===== config.mk =====
export PLATFORM = sky130hd
export DESIGN_NAME = charset_spec_range_parser
export DESIGN_NICKNAME = d
export VERILOG_FILES = /design/src/csrp_pkg.sv /design/src/charset_spec_range_parser.sv /design/src/csrp_parser.sv /design/src/csrp_result_queue.sv
export SDC_FILE = /design/constraint.sdc
export NUM_CORES = 1
export LEC_CHECK = 0
export BUFFER_PORTS_ARGS = -buffer_cell sky130_fd_sc_hd__buf_4
export CAP_MARGIN = 20
export CORE_MARGIN = 5
export CORE_UTILIZATION = 45
export CTS_CLUSTER_DIAMETER = 100
export DETAILED_ROUTE_END_ITERATION = 16
export GPL_ROUTABILITY_DRIVEN = 1
export PLACE_DENSITY_LB_ADDON = 0.15
export SYNTH_ARGS = -nofsm -noshare
export SYNTH_HDL_FRONTEND = slang
export SYNTH_SLANG_ARGS = --single-unit

===== constraint.sdc =====
create_clock -name clk -period 7.3 [get_ports clk]
set_input_delay 0.73 -clock clk [delete_from_list [all_inputs] [get_ports clk]]
set_output_delay 0.73 -clock clk [all_outputs]
set_load 0.005 [all_outputs]

===== src/csrp_pkg.sv =====
// Shared types, constants and helper functions for the character-set spec range parser.
// No dependencies; imported by every module of the block.
`timescale 1ns / 1ps

package csrp_pkg;

  localparam int CODE_BITS = 21;
  localparam int POS_BITS  = 16;

  // Result queue sizing
  localparam int QDEPTH = 4;
  localparam int QAW    = $clog2(QDEPTH);

  localparam logic [7:0] CH_DASH = 8'h2D;
  localparam logic [7:0] CH_BSL  = 8'h5C;
  localparam logic [7:0] CH_LC_U = 8'h75;
  localparam logic [7:0] CH_0    = 8'h30;
  localparam logic [7:0] CH_9    = 8'h39;
  localparam logic [7:0] CH_UC_A = 8'h41;
  localparam logic [7:0] CH_UC_F = 8'h46;
  localparam logic [7:0] CH_UC_Z = 8'h5A;
  localparam logic [7:0] CH_LC_A = 8'h61;
  localparam logic [7:0] CH_LC_F = 8'h66;
  localparam logic [7:0] CH_LC_Z = 8'h7A;

  localparam logic [2:0] ERR_BAD_CHAR   = 3'd0;
  localparam logic [2:0] ERR_NO_UPPER   = 3'd1;
  localparam logic [2:0] ERR_GROUP      = 3'd2;
  localparam logic [2:0] ERR_LOW_HIGH   = 3'd3;
  localparam logic [2:0] ERR_ESC_SYNTAX = 3'd4;

  localparam logic [1:0] GRP_NONE  = 2'd0;
  localparam logic [1:0] GRP_DIGIT = 2'd1;
  localparam logic [1:0] GRP_UPPER = 2'd2;
  localparam logic [1:0] GRP_LOWER = 2'd3;

  typedef struct packed {
    logic                 ok;
    logic [3:0]           val;
  } hex_t;

  typedef struct packed {
    logic                 range_valid;
    logic [CODE_BITS-1:0] range_low;
    logic [CODE_BITS-1:0] range_high;
    logic                 error_valid;
    logic [2:0]           error_code;
    logic [POS_BITS-1:0]  error_pos;
    logic                 spec_done;
  } result_t;

  // Up to two results produced by one byte
  typedef struct packed {
    logic [1:0] count;
    result_t    first;
    result_t    second;
  } push_t;

  function automatic logic [1:0] group_of(input logic [7:0] c);
    logic [1:0] g;
    g = GRP_NONE;
    if (c >= CH_0 && c <= CH_9) g = GRP_DIGIT;
    else if (c >= CH_UC_A && c <= CH_UC_Z) g = GRP_UPPER;
    else if (c >= CH_LC_A && c <= CH_LC_Z) g = GRP_LOWER;
    return g;
  endfunction

  function automatic hex_t hex_of(input logic [7:0] c);
    hex_t       h;
    logic [7:0] v;
    h = '0;
    v = '0;
    if (c >= CH_0 && c <= CH_9) begin
      v = c - CH_0;
      h.ok = 1'b1;
    end else if (c >= CH_UC_A && c <= CH_UC_F) begin
      v = c - CH_UC_A + 8'd10;
      h.ok = 1'b1;
    end else if (c >= CH_LC_A && c <= CH_LC_F) begin
      v = c - CH_LC_A + 8'd10;
      h.ok = 1'b1;
    end
    h.val = v[3:0];
    return h;
  endfunction

  function automatic result_t mk_range(input logic [CODE_BITS-1:0] lo,
                                       input logic [CODE_BITS-1:0] hi);
    result_t r;
    r = '0;
    r.range_valid = 1'b1;
    r.range_low   = lo;
    r.range_high  = hi;
    return r;
  endfunction

  function automatic result_t mk_error(input logic [2:0] code,
                                       input logic [POS_BITS-1:0] pos);
    result_t r;
    r = '0;
    r.error_valid = 1'b1;
    r.error_code  = code;
    r.error_pos   = pos;
    return r;
  endfunction

endpackage


===== src/charset_spec_range_parser.sv =====
// Path: an accepted byte is held in the input word register until the queue has room; its
//   results are then written into the result queue, from which the output channel takes them.
// Throughput: one byte per cycle; the input stalls while more than two results wait.
// Reset (rst, synchronous): clears the parse state, the byte offset and the queue.
// Top level of the character-set spec range parser; depends on csrp_pkg,
//   csrp_parser and csrp_result_queue.
`timescale 1ns / 1ps

module charset_spec_range_parser import csrp_pkg::*; (
  input  logic                 clk,
  input  logic                 rst,
  input  logic                 in_valid,
  output logic                 in_stall,
  input  logic [7:0]           spec_byte,
  input  logic                 final_byte,
  output logic                 out_valid,
  input  logic                 out_stall,
  output logic                 range_valid,
  output logic [CODE_BITS-1:0] range_low,
  output logic [CODE_BITS-1:0] range_high,
  output logic                 error_valid,
  output logic [2:0]           error_code,
  output logic [POS_BITS-1:0]  error_pos,
  output logic                 spec_done
);

  push_t   push;
  logic    room;
  result_t out_word;

  csrp_parser u_parser (
    .clk        (clk),
    .rst        (rst),
    .in_valid   (in_valid),
    .in_stall   (in_stall),
    .spec_byte  (spec_byte),
    .final_byte (final_byte),
    .room       (room),
    .push       (push)
  );

  csrp_result_queue u_queue (
    .clk       (clk),
    .rst       (rst),
    .push      (push),
    .room      (room),
    .out_valid (out_valid),
    .out_stall (out_stall),
    .out_word  (out_word)
  );

  assign range_valid = out_word.range_valid;
  assign range_low   = out_word.range_low;
  assign range_high  = out_word.range_high;
  assign error_valid = out_word.error_valid;
  assign error_code  = out_word.error_code;
  assign error_pos   = out_word.error_pos;
  assign spec_done   = out_word.spec_done;

endmodule


===== src/csrp_parser.sv =====
// Input word register, parse state and the single-pass per-byte step logic.
// Depends on csrp_pkg; feeds up to two results per byte into csrp_result_queue.
`timescale 1ns / 1ps

module csrp_parser import csrp_pkg::*; (
  input  logic       clk,
  input  logic       rst,
  input  logic       in_valid,
  output logic       in_stall,
  input  logic [7:0] spec_byte,
  input  logic       final_byte,
  input  logic       room,
  output push_t      push
);

  localparam logic [2:0] PH_IDLE     = 3'd0;
  localparam logic [2:0] PH_HELD     = 3'd1;
  localparam logic [2:0] PH_DASH     = 3'd2;
  localparam logic [2:0] PH_ESC_FROM = 3'd3;
  localparam logic [2:0] PH_ESC_BSL  = 3'd4;
  localparam logic [2:0] PH_ESC_U    = 3'd5;
  localparam logic [2:0] PH_ESC_TO   = 3'd6;

  logic                 in_full;
  logic [7:0]           byte_q;
  logic                 fin_q;
  logic                 advance;

  logic [2:0]           phase, phase_next;
  logic [7:0]           held, held_next;
  logic [CODE_BITS-1:0] esc_from, from_next;
  logic [CODE_BITS-1:0] esc_to, to_next;
  logic                 ovf, ovf_next;
  logic                 digit_seen, digit_next;
  logic [POS_BITS-1:0]  esc_pos, epos_next;
  logic [POS_BITS-1:0]  pos;
  logic                 err, err_next;

  logic [POS_BITS-1:0]  pos_inc;
  hex_t                 hx;
  logic                 body_hit, fin_hit;
  result_t              body_res, fin_res;
  logic                 close_fail, close_emit;

  assign advance  = in_full && room;
  assign in_stall = in_full && !room;
  assign pos_inc  = pos + POS_BITS'(1);
  assign hx       = hex_of(byte_q);

  // Escape close at the last byte uses the post-body values.
  assign close_fail = !digit_next || ovf_next;
  assign close_emit = !close_fail && (from_next <= to_next);

  always_comb begin
    phase_next = phase;
    held_next  = held;
    from_next  = esc_from;
    to_next    = esc_to;
    ovf_next   = ovf;
    digit_next = digit_seen;
    epos_next  = esc_pos;
    err_next   = err;
    body_hit   = 1'b0;
    body_res   = '0;

    if (!err) begin
      unique case (phase)
        PH_HELD: begin
          if (byte_q == CH_DASH) begin
            if (group_of(held) == GRP_NONE) begin
              body_hit = 1'b1;
              body_res = mk_error(ERR_BAD_CHAR, pos);
              err_next = 1'b1;
            end else begin
              phase_next = PH_DASH;
            end
          end else if (held == CH_BSL && byte_q == CH_LC_U) begin
            phase_next = PH_ESC_FROM;
            epos_next  = pos_inc;
            from_next  = '0;
            to_next    = '0;
            ovf_next   = 1'b0;
            digit_next = 1'b0;
          end else begin
            body_hit  = 1'b1;
            body_res  = mk_range(CODE_BITS'(held), CODE_BITS'(held));
            held_next = byte_q;
          end
        end
        PH_DASH: begin
          if (group_of(byte_q) != group_of(held)) begin
            body_hit = 1'b1;
            body_res = mk_error(ERR_GROUP, pos);
            err_next = 1'b1;
          end else if (byte_q < held) begin
            body_hit = 1'b1;
            body_res = mk_error(ERR_LOW_HIGH, pos);
            err_next = 1'b1;
          end else begin
            body_hit   = 1'b1;
            body_res   = mk_range(CODE_BITS'(held), CODE_BITS'(byte_q));
            phase_next = PH_IDLE;
          end
        end
        PH_ESC_FROM: begin
          if (hx.ok) begin
            if (esc_from[CODE_BITS-1 -: 4] != 4'd0) ovf_next = 1'b1;
            from_next  = {esc_from[CODE_BITS-5:0], hx.val};
            digit_next = 1'b1;
          end else if (byte_q == CH_DASH && digit_seen) begin
            phase_next = PH_ESC_BSL;
          end else begin
            body_hit = 1'b1;
            body_res = mk_error(ERR_ESC_SYNTAX, esc_pos);
            err_next = 1'b1;
          end
        end
        PH_ESC_BSL: begin
          if (byte_q == CH_BSL) begin
            phase_next = PH_ESC_U;
          end else begin
            body_hit = 1'b1;
            body_res = mk_error(ERR_ESC_SYNTAX, esc_pos);
            err_next = 1'b1;
          end
        end
        PH_ESC_U: begin
          if (byte_q == CH_LC_U) begin
            phase_next = PH_ESC_TO;
            digit_next = 1'b0;
          end else begin
            body_hit = 1'b1;
            body_res = mk_error(ERR_ESC_SYNTAX, esc_pos);
            err_next = 1'b1;
          end
        end
        PH_ESC_TO: begin
          if (hx.ok) begin
            if (esc_to[CODE_BITS-1 -: 4] != 4'd0) ovf_next = 1'b1;
            to_next    = {esc_to[CODE_BITS-5:0], hx.val};
            digit_next = 1'b1;
          end else if (byte_q == CH_DASH) begin
            body_hit = 1'b1;
            body_res = mk_error(ERR_ESC_SYNTAX, esc_pos);
            err_next = 1'b1;
          end else if (!digit_seen || ovf) begin
            body_hit = 1'b1;
            body_res = mk_error(ERR_ESC_SYNTAX, esc_pos);
            err_next = 1'b1;
          end else begin
            body_hit   = (esc_from <= esc_to);
            body_res   = mk_range(esc_from, esc_to);
            held_next  = byte_q;
            phase_next = PH_HELD;
          end
        end
        default: begin
          held_next  = byte_q;
          phase_next = PH_HELD;
        end
      endcase
    end
  end

  // Flush of whatever is pending when the last byte of the spec arrives
  always_comb begin
    fin_hit = 1'b0;
    fin_res = '0;
    if (!err_next) begin
      unique case (phase_next) inside
        PH_HELD: begin
          fin_hit = 1'b1;
          fin_res = mk_range(CODE_BITS'(held_next), CODE_BITS'(held_next));
        end
        PH_DASH: begin
          fin_hit = 1'b1;
          fin_res = mk_error(ERR_NO_UPPER, pos_inc);
        end
        PH_ESC_FROM, PH_ESC_BSL, PH_ESC_U: begin
          fin_hit = 1'b1;
          fin_res = mk_error(ERR_ESC_SYNTAX, epos_next);
        end
        PH_ESC_TO: begin
          if (close_fail) begin
            fin_hit = 1'b1;
            fin_res = mk_error(ERR_ESC_SYNTAX, epos_next);
          end else if (close_emit) begin
            fin_hit = 1'b1;
            fin_res = mk_range(from_next, to_next);
          end
        end
        default: begin
          fin_hit = 1'b0;
        end
      endcase
    end
  end

  always_comb begin
    push = '0;
    if (advance) begin
      if (body_hit) begin
        push.first = body_res;
        push.count = 2'd1;
        if (fin_q) begin
          if (fin_hit) begin
            push.second           = fin_res;
            push.second.spec_done = 1'b1;
            push.count            = 2'd2;
          end else begin
            push.first.spec_done = 1'b1;
          end
        end
      end else if (fin_q) begin
        push.first           = fin_hit ? fin_res : '0;
        push.first.spec_done = 1'b1;
        push.count           = 2'd1;
      end
    end
  end

  always_ff @(posedge clk) begin
    if (in_valid && !in_stall) begin
      byte_q <= spec_byte;
      fin_q  <= final_byte;
    end
  end

  always_ff @(posedge clk) begin
    if (rst) begin
      in_full    <= 1'b0;
      phase      <= PH_IDLE;
      held       <= '0;
      esc_from   <= '0;
      esc_to     <= '0;
      ovf        <= 1'b0;
      digit_seen <= 1'b0;
      esc_pos    <= '0;
      pos        <= '0;
      err        <= 1'b0;
    end else begin
      if (in_valid && !in_stall) in_full <= 1'b1;
      else if (advance) in_full <= 1'b0;

      if (advance) begin
        if (fin_q) begin
          // drop all parse state: next word starts a new spec
          phase      <= PH_IDLE;
          held       <= '0;
          esc_from   <= '0;
          esc_to     <= '0;
          ovf        <= 1'b0;
          digit_seen <= 1'b0;
          esc_pos    <= '0;
          pos        <= '0;
          err        <= 1'b0;
        end else begin
          phase      <= phase_next;
          held       <= held_next;
          esc_from   <= from_next;
          esc_to     <= to_next;
          ovf        <= ovf_next;
          digit_seen <= digit_next;
          esc_pos    <= epos_next;
          pos        <= pos_inc;
          err        <= err_next;
        end
      end
    end
  end

`ifndef SYNTHESIS
  a_final_marks_done: assert property (@(posedge clk) disable iff (rst)
    advance && fin_q |->
      (push.count == 2'd1 && push.first.spec_done) ||
      (push.count == 2'd2 && push.second.spec_done && !push.first.spec_done))
    else $error("final word did not close the spec with a done result");

  a_final_clears: assert property (@(posedge clk) disable iff (rst)
    advance && fin_q |=> pos == '0 && !err && phase == PH_IDLE)
    else $error("parse state not cleared after final word");
`endif

endmodule


===== src/csrp_result_queue.sv =====
// Four-entry result queue: takes up to two results per cycle while it signals room, delivers one per handshake.
// Depends on csrp_pkg; sits between csrp_parser and the output channel.
`timescale 1ns / 1ps

module csrp_result_queue import csrp_pkg::*; (
  input  logic    clk,
  input  logic    rst,
  input  push_t   push,
  output logic    room,
  output logic    out_valid,
  input  logic    out_stall,
  output result_t out_word
);

  result_t        mem [QDEPTH];
  logic [QAW-1:0] wr_ptr;
  logic [QAW-1:0] rd_ptr;
  logic [QAW:0]   count;
  logic           pop;

  assign out_valid = count != '0;
  assign out_word  = mem[rd_ptr];
  assign pop       = out_valid && !out_stall;
  // Leave space for a two-result word regardless of this cycle's pop
  assign room      = count <= (QAW+1)'(QDEPTH - 2);

  always_ff @(posedge clk) begin
    if (push.count != 2'd0) mem[wr_ptr] <= push.first;
    if (push.count == 2'd2) mem[wr_ptr + QAW'(1)] <= push.second;
  end

  always_ff @(posedge clk) begin
    if (rst) begin
      wr_ptr <= '0;
      rd_ptr <= '0;
      count  <= '0;
    end else begin
      wr_ptr <= wr_ptr + QAW'(push.count);
      if (pop) rd_ptr <= rd_ptr + QAW'(1);
      count <= count + (QAW+1)'(push.count) - (QAW+1)'(pop);
    end
  end

`ifndef SYNTHESIS
  a_no_overflow: assert property (@(posedge clk) disable iff (rst)
    push.count != 2'd0 |-> (int'(count) + int'(push.count)) <= QDEPTH)
    else $error("result queue overflow");
`endif

endmodule

==> results by group <==
Finish
  • Antenna diodes: 0
  • Fill cells: 3,827
  • Area growth, synth to finish: 13.3%
  • Layout cells sized above 1: 0.173
  • Final Cell Area: 22,100 um^2
  • Nets: 1,847

GRT
  • Tot GR Track Use: 0.234
  • Met1 Usage GRT: 0.356
  • Largest net degree at the start of global routing: 98
  • Initial antenna violation count: 0
  • GR Layer Usage met2: 0.343
  • First-pass GRT wire length: 87,100 um
  • Number of global-route vias before repair: 14,200
  • GRT overflow: 0
  • Met3 Use GR: 0.0462
  • Gr busiest metal: met1

Floorplan
  • Die Area: 47,500 um^2
  • Ports: 79
  • Core area: 43,000 um^2
  • Initial core utilization: 0.453
  • Std cell rows: 76
  • Die Span X: 218 um
  • Die Y-Extent: 218 um

STA
  • Final min period: 6.64 ns
  • Setup Skew: 0.0251 ns
  • Tcrit/Tclk final: 0.909
  • Max-slew violation count: 0
  • Final TNS setup: 0 ns
  • Final hold violations: 0
  • F_max: 0.151 GHz
  • Rel. slew slack: 0.308
  • RSZ-0062 raised after global routing: no
  • Final setup vio count: 0
  • Worst-Margin Slew: 1.04 ns

Place
  • Buffers on Ports: 78
  • Routability-driven placement congestion ratio: 0.979
  • Detailed placement HPWL: 37,200 um
  • Placed cell areas: 20,600 um^2

Drt
  • Total iterations of the first detailed-routing run: 6
  • DR DRC count: 0
  • Post-DR vias/cell: 6.19
  • Antenna viol nets, final: 0
  • Via count: 14,800
  • Routed WL: 56,300 um
  • DR iter-0 viols: 1,784
  • WL/cell: 23.5 um

Flow run
  • Max Cap Viol: 0

Logic synthesis
  • Synth Area in Compound Gates: 0.189
  • Yosys cell types: 95
  • Syn Area/Cell: 11.2 um^2
  • Synthesized cell area: 19,500 um^2
  • Dominant cells by area after synthesis: edfxtp_1 (40%), dfxtp_1 (10%), mux4_2 (7.4%), nor2_1 (6.1%), a22oi_1 (4.3%)
  • Most used DFF post-synth: edfxtp_1
  • Asr flop ratio synth: 0
  • FF+latch count, synth: 363
  • Main combinational cell family by area after synthesis: compound AO/OA/AOI/OAI gates
  • Post-Synth Simple-Gate Area: 0.134
  • Xor/xnor share of the synthesized area: 0.0103
  • Mux contribution to synthesized area: 0.0796
  • Synth top area share: 0.403
  • Adder-Cell Fraction of Synth Area: 0.0377
  • Seq/Total Area, Yosys: 0.507
  • Synth Instances: 1,741
  • Syn nets: 1,812
  • Post-synth top area cell: edfxtp_1
  • EDFF count, synth: 261
  • Synth warn: 0

Critical path
  • Worst-path maximum fanout: 19
  • Critical path startpoint category: register
  • CP endpoint kind: register
  • Worst Path Class, Setup: reg -> reg
  • Arrival @ worst endpoint: 7.14 ns
  • Worst path required time: 7.80 ns

Clocking
  • # Post-CTS Setup Buffers: 0
  • Root Buffer: clkbuf_16
  • CTS max path bufs: 3
  • Num CTS Buffers: 41
  • CTS H-Tree Depth: 2
  • Register clock-pin slew on the reported worst setup and hold paths: 0.06 ns
  • CTS tree: yes
  • Clk sinks: 363
  • Hold Buf Count CTS: 0
  • CTS resizes: 0
  • Clk_lat worst skew: 0.58 ns

Power
  • Pleak: 7.69 nW
  • VDD IR max: 142 uV
  • PwrDens: 248 nW/um^2

Hold path
  • HP Class: in -> reg

Run status
  • Outcome: complete, no violations
## sequential cells by signal (all words and copies together), names as in the netlist, 8 cells and up, named ones only
signal / count
u_parser.esc_pos: 16
u_parser.byte_q: 8
u_parser.held: 8
u_parser.esc_from: 21
u_parser.pos: 16
u_parser.esc_to: 21
u_queue.mem: 256
## layer usage
metal,share of wire,vias to the layer above
met3,0.083,99
met1,0.46,7370
met4,0.024,0
met5,0,-
met2,0.44,657
li1,-,6682
## through the flow
step / setup WS (ns) / cells / hold WS (ns) / utilization / total power [mW]
floorplan: 0.693 / 1741 / 0.454 / - / 2.94
global placement: 0.944 / 2317 / 0.464 / 0.480 / 3.36
detailed placement: 0.692 / 2317 / 0.474 / 0.480 / 3.35
CTS: 0.669 / 2390 / 0.295 / 0.513 / 5.52
global route: 0.0399 / 2391 / 0.310 / 0.513 / 5.67
finish: 0.661 / 2391 / 0.331 / 0.513 / 5.46
## power breakdown
group          total, mW  switching, mW  leakage (nW)  internal, mW
Clock               2.16          0.870         0.667          1.29
Combinational      0.952          0.468          3.84         0.484
Sequential          2.35         0.0989          3.18          2.25
## final cells by class
cell class / instances / area, um^2 / share of cell area
clock buffer: 52 / 1070 / 0.0484
clock inverter: 21 / 329 / 0.0149
inverter: 65 / 244 / 0.0111
multi-input combinational: 1189 / 8840 / 0.400
sequential: 363 / 9880 / 0.448
tap: 585 / 732 / 0.0332
timing repair buffer: 116 / 971 / 0.0440
## cell families after synthesis
group,Yosys count
compound gates,460
xor+xnor,23
simple gates,575
fa+ha+maj,58
flops,363
mux,73
buf+inv,189
## Yosys cell counts, types with 10 or more instances
library cell / instances
buf_1: 19
o22ai_1: 39
o21ai_0: 64
inv_1: 64
buf_2: 17
nand3b_1: 12
clkbuf_1: 77
a22oi_1: 112
xnor2_1: 15
o22ai_2: 10
edfxtp_1: 261
dfxtp_1: 102
a2bb2oi_1: 24
nand4_1: 10
a22o_1: 45
a21o_1: 11
ha_1: 57
nor2_1: 314
nand2b_1: 11
o211ai_1: 10
a21oi_1: 49
nand2_1: 110
nor3_1: 21
mux4_2: 64
nor2b_1: 12
a22oi_4: 21
nand3_1: 27
## critical path, stage by stage, from the launching register on
cell,delay [ns]
edfxtp_1,0.58
inv_1,0.22
ha_1,0.21
nor3b_1,0.37
nor4_1,0.13
a21oi_2,0.38
nand2_1,0.19
nand2_1,0.55
nand2_1,0.10
o21ai_0,0.10
buf_4,0.16
inv_1,0.05
ha_1,0.29
nand4_1,0.13
nor3_1,0.29
a31oi_1,0.13
a31oi_1,0.39
a22oi_2,0.15
mux2i_4,0.39
nor2_4,0.14
a21oi_1,0.33
ha_1,0.21
inv_1,0.06
fa_1,0.43
xnor2_1,0.14
or3_1,0.30
a21oi_1,0.14
## placed cells by master (no fill, tap or decap), types with 24 or more instances in the layout
master / n
inv_1: 64
ha_1: 57
o22ai_1: 39
a21oi_1: 49
nand3_1: 27
clkbuf_16: 41
o21ai_0: 64
a22oi_1: 112
a2bb2oi_1: 24
nand2_1: 105
mux4_2: 64
nor2_1: 312
buf_4: 108
dfxtp_1: 100
a22o_1: 45
edfxtp_1: 261
## path summary, 6_finish.rpt
kind / startpoint / end / slack, ns / cells after the start
max reg2reg: u_parser.byte_q[0] / u_queue.count[2] / 0.66 / 26
min reg2reg: u_queue.mem[3][18] / u_queue.mem[3][18] / 0.49 / 1
max: u_parser.byte_q[0] / u_queue.count[2] / 0.66 / 26
min: spec_byte[1] / u_parser.byte_q[1] / 0.33 / 1
No activity file was read; power rests on OpenSTA's default activity.
